$ cat src/rtl/mvrm_pkg.sv
// shared constants, codes and control types of the resampling mixer
// used by every file of the block; depends on nothing
`timescale 1ns / 1ps
`default_nettype none

package mvrm_pkg;

    localparam int VOICES       = 8;
    localparam int VIDX_W       = 3;
    localparam int SAMPLE_WORDS = 65536;
    localparam int ADDR_W       = 16;
    localparam int SAMPLE_W     = 16;
    localparam int FRAC_BITS    = 16;
    localparam int LEN_W        = 17;
    localparam int FRAMES_W     = 17;
    localparam int POS_W        = 33;
    localparam int STEP_W       = 32;
    localparam int GAIN_W       = 7;
    localparam int GAIN_MAX     = 100;
    localparam int RATE_W       = 18;
    localparam int RATE_RESET   = 44100;
    localparam int DIVD_W       = RATE_W + FRAC_BITS;
    localparam int DIVS_W       = 18;
    localparam int DCNT_W       = 6;
    localparam int PROD_W       = 34;
    localparam int GPROD_W      = 40;
    localparam int Y_W          = 22;
    localparam int RECIP_M      = 5368710;
    localparam int RECIP_W      = 45;
    localparam int RECIP_SH     = 29;
    localparam int CONTRIB_W    = 17;
    localparam int ACC_W        = 20;
    localparam int OUT_W        = 16;
    localparam int MASK_W       = 8;
    localparam int OUT_MAX      = 32767;
    localparam int OUT_MIN      = -32768;

    typedef enum logic [2:0] {
        MODE_WRITE,
        MODE_START,
        MODE_VOLUME,
        MODE_STOP,
        MODE_PAUSE,
        MODE_RESUME,
        MODE_MIX,
        MODE_NONE
    } mode_t;

    typedef enum logic [1:0] {
        ST_OK,
        ST_NO_FREE,
        ST_NOT_ACTIVE
    } status_t;

    typedef enum logic [3:0] {
        S_IDLE,
        S_DECODE,
        S_DIV_STEP,
        S_MOD_GO,
        S_DIV_MOD,
        S_COMMIT,
        S_CHK,
        S_RD0,
        S_RD1,
        S_CAP,
        S_PROD,
        S_GAIN,
        S_RECIP,
        S_ACC,
        S_ADV,
        S_RESP
    } ctrl_state_t;

    typedef struct packed {
        logic in_ready;
        logic latch;
        logic mem_wr;
        logic voice_cmd;
        logic div_start;
        logic div_mod;
        logic step_load;
        logic stepm_load;
        logic commit;
        logic mix_init;
        logic rd_en;
        logic word_sel;
        logic cap_s0;
        logic cap_s1;
        logic prod;
        logic gain;
        logic recip;
        logic acc;
        logic side_set;
        logic adv;
        logic voice_next;
        logic resp_load;
    } mvrm_cmd_t;

    typedef struct packed {
        mode_t mode;
        logic  no_free;
        logic  div_done;
        logic  loop_mod;
        logic  voice_live;
        logic  voice_stereo;
        logic  side;
        logic  last_voice;
        logic  out_busy;
    } mvrm_stat_t;

endpackage

`default_nettype wire

$ cat src/rtl/mvrm_ctrl.sv
// sequencer of the mixer: decodes each item and steps the datapath through it
// depends on mvrm_pkg
`timescale 1ns / 1ps
`default_nettype none

module mvrm_ctrl (
    input  wire logic                 clk,
    input  wire logic                 rst_n,
    input  wire logic                 in_valid,
    input  wire mvrm_pkg::mvrm_stat_t stat,
    output mvrm_pkg::mvrm_cmd_t       cmd
);

    mvrm_pkg::ctrl_state_t state_reg, state_next;

    always_ff @(posedge clk or negedge rst_n)
    begin
        if (!rst_n)
        begin
            state_reg <= mvrm_pkg::S_IDLE;
        end
        else
        begin
            state_reg <= state_next;
        end
    end

    always_comb
    begin
        state_next = state_reg;
        case (state_reg)
            mvrm_pkg::S_IDLE:
            begin
                if (in_valid)
                begin
                    state_next = mvrm_pkg::S_DECODE;
                end
            end
            mvrm_pkg::S_DECODE:
            begin
                case (stat.mode)
                    mvrm_pkg::MODE_START:
                    begin
                        state_next = stat.no_free ? mvrm_pkg::S_RESP : mvrm_pkg::S_DIV_STEP;
                    end
                    mvrm_pkg::MODE_MIX:
                    begin
                        state_next = mvrm_pkg::S_CHK;
                    end
                    default:
                    begin
                        state_next = mvrm_pkg::S_RESP;
                    end
                endcase
            end
            mvrm_pkg::S_DIV_STEP:
            begin
                if (stat.div_done)
                begin
                    state_next = stat.loop_mod ? mvrm_pkg::S_MOD_GO : mvrm_pkg::S_COMMIT;
                end
            end
            mvrm_pkg::S_MOD_GO:
            begin
                state_next = mvrm_pkg::S_DIV_MOD;
            end
            mvrm_pkg::S_DIV_MOD:
            begin
                if (stat.div_done)
                begin
                    state_next = mvrm_pkg::S_COMMIT;
                end
            end
            mvrm_pkg::S_COMMIT:
            begin
                state_next = mvrm_pkg::S_RESP;
            end
            mvrm_pkg::S_CHK:
            begin
                if (stat.voice_live)
                begin
                    state_next = mvrm_pkg::S_RD0;
                end
                else if (stat.last_voice)
                begin
                    state_next = mvrm_pkg::S_RESP;
                end
            end
            mvrm_pkg::S_RD0:   state_next = mvrm_pkg::S_RD1;
            mvrm_pkg::S_RD1:   state_next = mvrm_pkg::S_CAP;
            mvrm_pkg::S_CAP:   state_next = mvrm_pkg::S_PROD;
            mvrm_pkg::S_PROD:  state_next = mvrm_pkg::S_GAIN;
            mvrm_pkg::S_GAIN:  state_next = mvrm_pkg::S_RECIP;
            mvrm_pkg::S_RECIP: state_next = mvrm_pkg::S_ACC;
            mvrm_pkg::S_ACC:
            begin
                state_next = (stat.voice_stereo && !stat.side) ? mvrm_pkg::S_RD0
                                                                : mvrm_pkg::S_ADV;
            end
            mvrm_pkg::S_ADV:
            begin
                state_next = stat.last_voice ? mvrm_pkg::S_RESP : mvrm_pkg::S_CHK;
            end
            mvrm_pkg::S_RESP:
            begin
                if (!stat.out_busy)
                begin
                    state_next = mvrm_pkg::S_IDLE;
                end
            end
            default:
            begin
                state_next = mvrm_pkg::S_IDLE;
            end
        endcase
    end

    always_comb
    begin
        cmd = '0;
        case (state_reg)
            mvrm_pkg::S_IDLE:
            begin
                cmd.in_ready = 1'b1;
                cmd.latch    = in_valid;
            end
            mvrm_pkg::S_DECODE:
            begin
                case (stat.mode)
                    mvrm_pkg::MODE_WRITE:  cmd.mem_wr    = 1'b1;
                    mvrm_pkg::MODE_START:  cmd.div_start = !stat.no_free;
                    mvrm_pkg::MODE_MIX:    cmd.mix_init  = 1'b1;
                    mvrm_pkg::MODE_VOLUME,
                    mvrm_pkg::MODE_STOP,
                    mvrm_pkg::MODE_PAUSE,
                    mvrm_pkg::MODE_RESUME: cmd.voice_cmd = 1'b1;
                    default:               cmd.voice_cmd = 1'b0;
                endcase
            end
            mvrm_pkg::S_DIV_STEP: cmd.step_load = stat.div_done;
            mvrm_pkg::S_MOD_GO:
            begin
                cmd.div_start = 1'b1;
                cmd.div_mod   = 1'b1;
            end
            mvrm_pkg::S_DIV_MOD:  cmd.stepm_load = stat.div_done;
            mvrm_pkg::S_COMMIT:   cmd.commit = 1'b1;
            mvrm_pkg::S_CHK:      cmd.voice_next = !stat.voice_live && !stat.last_voice;
            mvrm_pkg::S_RD0:
            begin
                cmd.rd_en    = 1'b1;
                cmd.word_sel = 1'b0;
            end
            mvrm_pkg::S_RD1:
            begin
                cmd.rd_en    = 1'b1;
                cmd.word_sel = 1'b1;
                cmd.cap_s0   = 1'b1;
            end
            mvrm_pkg::S_CAP:   cmd.cap_s1 = 1'b1;
            mvrm_pkg::S_PROD:  cmd.prod   = 1'b1;
            mvrm_pkg::S_GAIN:  cmd.gain   = 1'b1;
            mvrm_pkg::S_RECIP: cmd.recip  = 1'b1;
            mvrm_pkg::S_ACC:
            begin
                cmd.acc      = 1'b1;
                cmd.side_set = stat.voice_stereo && !stat.side;
            end
            mvrm_pkg::S_ADV:
            begin
                cmd.adv        = 1'b1;
                cmd.voice_next = !stat.last_voice;
            end
            mvrm_pkg::S_RESP: cmd.resp_load = !stat.out_busy;
            default:          cmd.in_ready  = 1'b0;
        endcase
    end

endmodule

`default_nettype wire

$ cat config.mk
export PLATFORM = sky130hd
export DESIGN_NAME = mvrm_ctrl
export DESIGN_NICKNAME = d
export VERILOG_FILES = /design/src/rtl/mvrm_pkg.sv /design/src/rtl/mvrm_ctrl.sv
export SDC_FILE = /design/constraint.sdc
export NUM_CORES = 1
export LEC_CHECK = 0
export BUFFER_PORTS_ARGS = -buffer_cell sky130_fd_sc_hd__buf_2
export CAP_MARGIN = 10
export CORE_UTILIZATION = 35
export DETAILED_ROUTE_END_ITERATION = 10
export HOLD_SLACK_MARGIN = 0.03
export PLACE_DENSITY = 0.75
export SYNTH_ARGS = -nofsm -noshare
export SYNTH_HDL_FRONTEND = slang
export SYNTH_SLANG_ARGS = --single-unit
$ cat constraint.sdc
create_clock -name clk -period 2 [get_ports clk]
set_clock_uncertainty 0.1 [all_clocks]
set_input_delay 0.4 -clock clk [delete_from_list [all_inputs] [get_ports clk]]
set_output_delay 0.4 -clock clk [all_outputs]
set_load 0.03 [all_outputs]
# [Yosys cells after proc, flatten, opt, wreduce, memory -nomap -nowiden]
# Cells that the tools add are included.
# W data, S select, Z words.
[classes] eq_ne=26 mux=34 reduce_logical=11
[ops] operator="$pmux W4 S16" n=1
[ops] operator="$mux W4" n=9
[ops] operator="$eq A4 B4 Y1 const B" n=8
[ops] operator="$eq A4 B3 Y1 const B" n=4
[ops] operator="$mux W1" n=16
[ops] operator="$eq A3 B3 Y1 const B" n=3
[ops] operator="$eq A4 B2 Y1 const B" n=2
[ops] operator="$ne A2 B2 Y1 const B" n=4
[ops] operator="$pmux W4 S2" n=1
[ops] operator="$eq A3 B2 Y1 const B" n=2
[ops] operator="$mux W2" n=3
[ops] operator="$logic_not A1 Y1" n=5
[ops] operator="$reduce_and A5 Y1" n=1
[ops] operator="$eq A4 B1 Y1 const B" n=1
[ops] operator="$logic_not A4 Y1" n=1
[ops] operator="$pmux W1 S2" n=2
[ops] operator="$pmux W2 S2" n=1
[ops] operator="$reduce_or A4 Y1" n=1
[ops] operator="$eq A3 B1 Y1 const B" n=1
[ops] operator="$logic_not A3 Y1" n=1
[ops] operator="$mux W3" n=1
[ops] operator="$ne A3 B3 Y1 const B" n=1
[ops] operator="$logic_and A1 B1 Y1" n=2
[word_totals] register_bits=4 inputBits=14 output_inout_bits=22 wordCells=72

# [Logic depth before layout (Yosys ltp)]
# Gate-level depths: netlist (run 1).
[logic_depth] depth_word=4 ltp_mapped=6 ltp_nobuf=5

# [Least setup slack after synthesis (run 1)]
# OpenSTA, ideal clock, no wires.
[synth_path] path_kind="reg-to-output" startpoint="reg state_reg[2]" endpoint="out cmd[19] (netlist name)" arrival_ns=1.882 path_slack_ns=-0.382 path_stages_with_launch=5 n_path_buf=1 path_cell_list="dfrtp_1 -> or2_1 -> buf_6 -> or2_4 -> nor4_1"
[synth_lines] item="start, declared" line_no="mvrm_ctrl.sv:14" source="mvrm_pkg::ctrl_state_t state_reg, state_next;"
[synth_lines] item="start signal, assigned" line_no="mvrm_ctrl.sv:20" source="state_reg <= mvrm_pkg::S_IDLE;"
[synth_lines] item="start signal, assigned" line_no="mvrm_ctrl.sv:24" source="state_reg <= state_next;"
[synth_lines] item="end, declared" line_no="mvrm_ctrl.sv:11" source="output mvrm_pkg::mvrm_cmd_t cmd"

==> results of run 1 <==
[cell families (layout without fill, tap and decap cells)]
| group | Yosys count | after routing | synth area share (%) |
|---|---|---|---|
| AOI/OAI and AO/OA | 20 | 20 | 27.58 |
| xor gates and xnor gates | 1 | 1 | 1.570 |
| buffers and inverters | 11 | 50 | 10.54 |
| DFF | 4 | 4 | 17.94 |
| and+or+nand+nor | 46 | 46 | 42.38 |
[layout make-up]
type	count	area, um^2	share of cell area (%)
flip-flops and latches	4	102.6	11.78
clock buffers	3	22.52	2.586
inverters	4	15.01	1.724
repair buffers	43	262.8	30.17
multi-input cells	67	447.9	51.44
well taps	16	20.02	2.299
[layout by cell type (no fill, tap or decap), types with 2 or more instances in the layout]
| cell | instances |
|---|---|
| nor2b_1 | 3 |
| clkbuf_4 | 4 |
| o21ai_1 | 4 |
| or2_4 | 3 |
| o22ai_1 | 2 |
| inv_1 | 4 |
| buf_2 | 28 |
| nand2_1 | 6 |
| dfrtp_1 | 2 |
| a21oi_1 | 4 |
| and2_1 | 2 |
| nor3_2 | 2 |
| buf_6 | 2 |
| nor3_1 | 4 |
| nand2b_1 | 5 |
| nor2_1 | 13 |
| buf_4 | 11 |
| dfrtp_2 | 2 |
[per-layer routing]
layer / GRT usage [%] / vias to the layer above / share of wire, %
met3: 5.217 / 0 / 5.5
met5: 0 / - / 0
li1: - / 364 / -
met1: 25.81 / 337 / 44
met4: 1.935 / 0 / 0
met2: 34.06 / 28 / 50
[through the flow]
stage | hold WS [ps] | TNS [ps] | util [%] | instance area, um^2 | std cells
floorplan | 4.409 | -34.12 | - | 574.3 | 82
global placement | 104.2 | 0 | 51.76 | 770.7 | 132
detailed placement | 107.9 | 0 | 51.76 | 770.7 | 132
CTS | 343.8 | -5.039 | 55.88 | 832.0 | 136
global route | 358.3 | -50.89 | 58.49 | 870.8 | 137
finish | 352.9 | 0 | 58.49 | 870.8 | 137
[path summary, 6_finish.rpt]
kind / to / slack [ps] / cells after the start
max: cmd[19] / 9 / 4
min: state_reg[3] / 350 / 3
max reg2reg: state_reg[1] / 290 / 6
min reg2reg: state_reg[2] / 500 / 2
max in group asynchronous: state_reg[0] / 1260 / 2
min in group asynchronous: state_reg[3] / 410 / 2
[power by group]
part,internal [mW],switching [mW],total (mW)
combinational,0.398,0.629,1.03
clock,0.0669,0.0303,0.0972
sequential,0.130,0.0538,0.184
[what timing repair did]
action,CTS,global route
pin swaps,2,1
gates cloned,0,0
endpoints found under the hold margin,4,0
setup endpoints to repair,6,9
hold buffers,1,0
buffers inserted,0,1
gates resized for setup,8,11
[worst register-to-register path, cell delays in order (launching register included)]
cell and delay (ps):
dfrtp_1 360, or2_4 290, buf_4 140, a2111oi_2 380, a211o_1 220, o21ai_1 90, nand2_1 60
==> results.yml, run 1 <==
run_status:
  status: "finished, final reports clean"
synthesis:
  synth_cells: 82
  synth_common_cells: "nor2_1 (15), nand2_1 (7), nor3_1 (6)"
  synth_enable_flop_cells: 0
  synth_cell_types: 31
  ys_warn_count: 0
  synth_top_area_share_pct: 17.94
  syn-num-nets: 96
  yosysSeqAreaShare_pct: 17.94
  ys.flop_type: "dfrtp_1"
  synth-async-reset-ratio_pct: 100.0
  avgSynthCellArea_um2: 6.805
  ys_seq_elements: 4
  yosys.area.top_type: "dfrtp_1"
  synthTopCellsByArea: "dfrtp_1 (18%), nor2_1 (10%), nand2b_1 (5.6%)"
  syn_area_um2: 558.0
  synth_most_common_cell: "nor2_1"
setup_path:
  cp-start-kind: "register"
  crit_chain: "or2_4 -> or2_4 -> nor4_4 -> buf_4"
  crit_type: "register to primary output"
  cp.arrival_ps: 1490
  slowest_stage: "dfrtp_1"
  r2r_start: "state_reg[2]"
  critical_path.top_delay_family: "simple AND/OR/NAND/NOR gates"
  cp.required_ps: 1500
  max_stage_delay_ps: 360
  path_max_fanout: 6
  endpoint_kind: "primary output"
  cp-startpoint: "state_reg[2]"
  cp_common_cell: "or2_4"
  worstPathBufferInverterCount: 1
route:
  drt-wirelength-per-cell_um: 12.28
  drtAntennaViolNets: 0
  remaining_drc_errors: 0
  drt_first_pass_iters: 3
  drt_wl_total_um: 1683
  first_iter_violations: 7
  viasPerCell: 5.321
  vias: 729
grt:
  grt_max_degree: 12
  grt_overflow: 0
  grt_pass1_vias: 641
  grt_usage_pct: 19.87
  antenna_found_initial: 0
  grt_first_pass_wirelength_um: 2739
pwr:
  finalPower_mw: 1.309
  ir_drop_mv: 0.8469
  power_density_nw_per_um2: 1503
  p_leak_nw: 0.4272
die:
  dieArea_um2: 1758
  die_y_um: 41.93
  start_util_pct: 37.48
  ioPinCount: 36
  rows: 14
  fp.dieW_um: 41.93
  coreArea_um2: 1489
timing:
  tightest_slew_ps: 337.0
  setup_viol: 0
  max-slew-margin-rel_pct: 77.49
  post-route-period-util_pct: 99.57
  rsz0062_at_grt: "yes"
  finalMaxSlewViolations: 0
  max_freq_mhz: 502.1
  layout_setup_ws_ps: 8.524
  period_needed_ps: 1991
  hold_violations: 0
cts:
  clk_latency_ps: 230
  clk_pin_slew_ps: 40
  cts-root-buf: "clkbuf_4"
  numCtsBuffers: 3
  cts_tree: "yes"
  htreeDepth: 1
  clock_path_buffers: 2
  clock-sinks: 4
placement:
  io_buffers: 35
  hpwl_um: 1325
  routabilityCongestion: 0.8964
  dp_slack_ps: 71.67
final_layout:
  synthToLayoutAreaGrowth_pct: 56.05
  n_fill_cell: 147
  antenna_cells: 0
  drive_gt1_share_pct: 52.07
  fin_nets: 137
  largest_reg_flops: 4
min_path:
  hold_path.class: "input pin to register"
  hp-start: "stat[0]"
run:
  cap_violations: 0
(Power assumes the default switching activity.)
==> run 2, diff against run 1 <==
--- a/config.mk
+++ b/config.mk
@@ -8,9 +8,10 @@
 export BUFFER_PORTS_ARGS = -buffer_cell sky130_fd_sc_hd__buf_2
 export CAP_MARGIN = 10
 export CORE_UTILIZATION = 35
+export CTS_CLUSTER_DIAMETER = 60
 export DETAILED_ROUTE_END_ITERATION = 10
 export HOLD_SLACK_MARGIN = 0.03
-export PLACE_DENSITY = 0.75
+export PLACE_DENSITY = 0.68
 export SYNTH_ARGS = -nofsm -noshare
 export SYNTH_HDL_FRONTEND = slang
 export SYNTH_SLANG_ARGS = --single-unit
==> run 2 against run 1 <==
Net effect:
- non-clock buffer count is 1 higher
- hold slack better by 3.9 ps
- power is 0.72% lower
- fmax is 1.4% higher
- global-route usage is 2.1 points lower
- critical path type unchanged
- core utilization is 1.3 points lower
- worst setup slack better by 27 ps
- largest cell class unchanged
- first-iteration DRC count grew to 2.7 times the previous value
==> results.yml, run 2 (synthesized netlist as in run 1, its figures left out) <==
timing:
  finalMaxSlewViolations: 0
  tightest_slew_ps: 329.7
  rsz0062_at_grt: "yes"
  max-slew-margin-rel_pct: 77.98
  hold_violations: 0
  setup_viol: 0
  period_needed_ps: 1964
  fin_hold_ws_ps: 356.8
  max_freq_mhz: 509.2
  post-route-period-util_pct: 98.20
  layout_setup_ws_ps: 35.98
grt:
  grt_max_degree: 12
  grt_first_pass_wirelength_um: 2394
  grt_overflow: 0
  grt_usage_pct: 17.78
  grt_pass1_vias: 565
  antenna_found_initial: 0
cts:
  clk_pin_slew_ps: 40
  cts-root-buf: "clkbuf_4"
  htreeDepth: 1
  clk_latency_ps: 240
  clock-sinks: 4
  cts_tree: "yes"
  numCtsBuffers: 3
  clock_path_buffers: 2
pwr:
  p_leak_nw: 0.4291
  ir_drop_mv: 0.9165
  power_density_nw_per_um2: 1525
setup_path:
  cp.arrival_ps: 1460
  rr_endpoint: "state_reg[0]"
  crit_type: "register to primary output"
  cp-start-kind: "register"
  crit_chain: "or2_4 -> or2_4 -> nor4_2 -> buf_4"
  cp_common_cell: "or2_4"
  cp.required_ps: 1500
  endpoint_kind: "primary output"
  critical_path.top_delay_family: "simple AND/OR/NAND/NOR gates"
  path_max_fanout: 5
  slowest_stage: "dfrtp_1"
  reg2reg_depth: 5
  r2r_start: "state_reg[2]"
  r2r_slack_ps: 270
  max_stage_delay_ps: 360
  cp_num_cells: 4
  worstPathBufferInverterCount: 1
route:
  vias: 736
  remaining_drc_errors: 0
  drt_wl_total_um: 1583
  drt-wirelength-per-cell_um: 11.47
  drt_first_pass_iters: 4
  wl_met1_um: 671
  top_layer_used: "met4"
  first_iter_violations: 19
  route.met2.wl_um: 738
  viasPerCell: 5.333
  route.met3.wl_um: 157
  drtAntennaViolNets: 0
run:
  cap_violations: 0
run_status:
  status: "finished, final reports clean"
placement:
  io_buffers: 35
  hpwl_um: 1199
  dp_slack_ps: 79.18
  routabilityCongestion: 0.8205
  placed_cell_area_um2: 770.7
  placedCellCount: 132
min_path:
  hold_path_end: "state_reg[3]"
  hp-start: "stat[0]"
  hold_path.class: "input pin to register"
  min_path_cells: 3
final_layout:
  n_fill_cell: 151
  final_common_cell: "buf_2"
  synthToLayoutAreaGrowth_pct: 52.69
  mostFrequentLayoutCells: "buf_2 (31), nor2_1 (13), buf_4 (11)"
  multi_input_area_um2: 434.2
  fin_nets: 138
  final_core_util_pct: 57.23
  drive_gt1_share_pct: 50.82
  ff_latch_area_um2: 101.3
  design_area_um2: 852.1
  antenna_cells: 0
  layoutNonFillerInstCount: 138
  largest_reg_flops: 4
die:
  coreArea_um2: 1489
  dieArea_um2: 1758
  die_y_um: 41.93
  ioPinCount: 36
  rows: 14
  fp.dieW_um: 41.93
  start_util_pct: 37.48
## run 2: cell count changes in the layout (fill, tap and decap cells not counted)
cell,change
dfrtp_2,-1
dfrtp_1,+1
nor3_1,+1
clkbuf_4,-1
nor4_4,-1
nor4_2,+1
buf_6,-1
nor3_2,-1
buf_2,+3
## run 2: worst max-delay path by stage
stage	from	to	slack [ps]
after floorplan	state_reg[2]	cmd[19]	-30
after detailed placement	stat[9]	cmd[17]	80
after CTS	state_reg[2]	cmd[20]	4
final	state_reg[2]	cmd[19]	40
after global placement	stat[9]	cmd[17]	100
after global routing	state_reg[2]	cmd[19]	-10
## run 2: repair_timing
| item | 4_1_cts | 5_1_grt |
|---|---|---|
| endpoints found under the hold margin | 4 | 0 |
| hold buffers | 1 | 0 |
| setup endpoints to repair | 4 | 5 |
| pin swaps | 1 | 0 |
| resized for setup | 7 | 4 |
| setup buffers | 0 | 2 |
## run 2: layer usage
metal  up-vias  track usage [%]
met5         -                0
met4         0            5.806
met2        44            27.19
met3         2            5.217
met1       327            23.86
li1        363                -
## run 2: stage by stage
step	power (mW)	TNS [ps]
after floorplan	0.8908	-34.12
after global placement	1.110	0
after detailed placement	1.123	0
after CTS	1.259	0
after global routing	1.395	-9.996
final	1.300	0
## run 2: cell type report
type                    count  share of cell area [%]
repair buffers             44                   30.40
inverters                   4                   1.762
flip-flops and latches      4                   11.89
multi-input cells          67                   50.95
clock buffers               3                   2.643
well taps                  16                   2.349
## run 2: report_power, final
part / switching (mW) / internal [mW] / leakage, nW
sequential: 0.0541 / 0.128 / 0.0450
combinational: 0.620 / 0.395 / 0.370
clock: 0.0352 / 0.0673 / 0.0138
## run 2: tightest hold or removal path: stages
cell     delay, ps
buf_2          110
nand2_1         80
o31ai_2         70
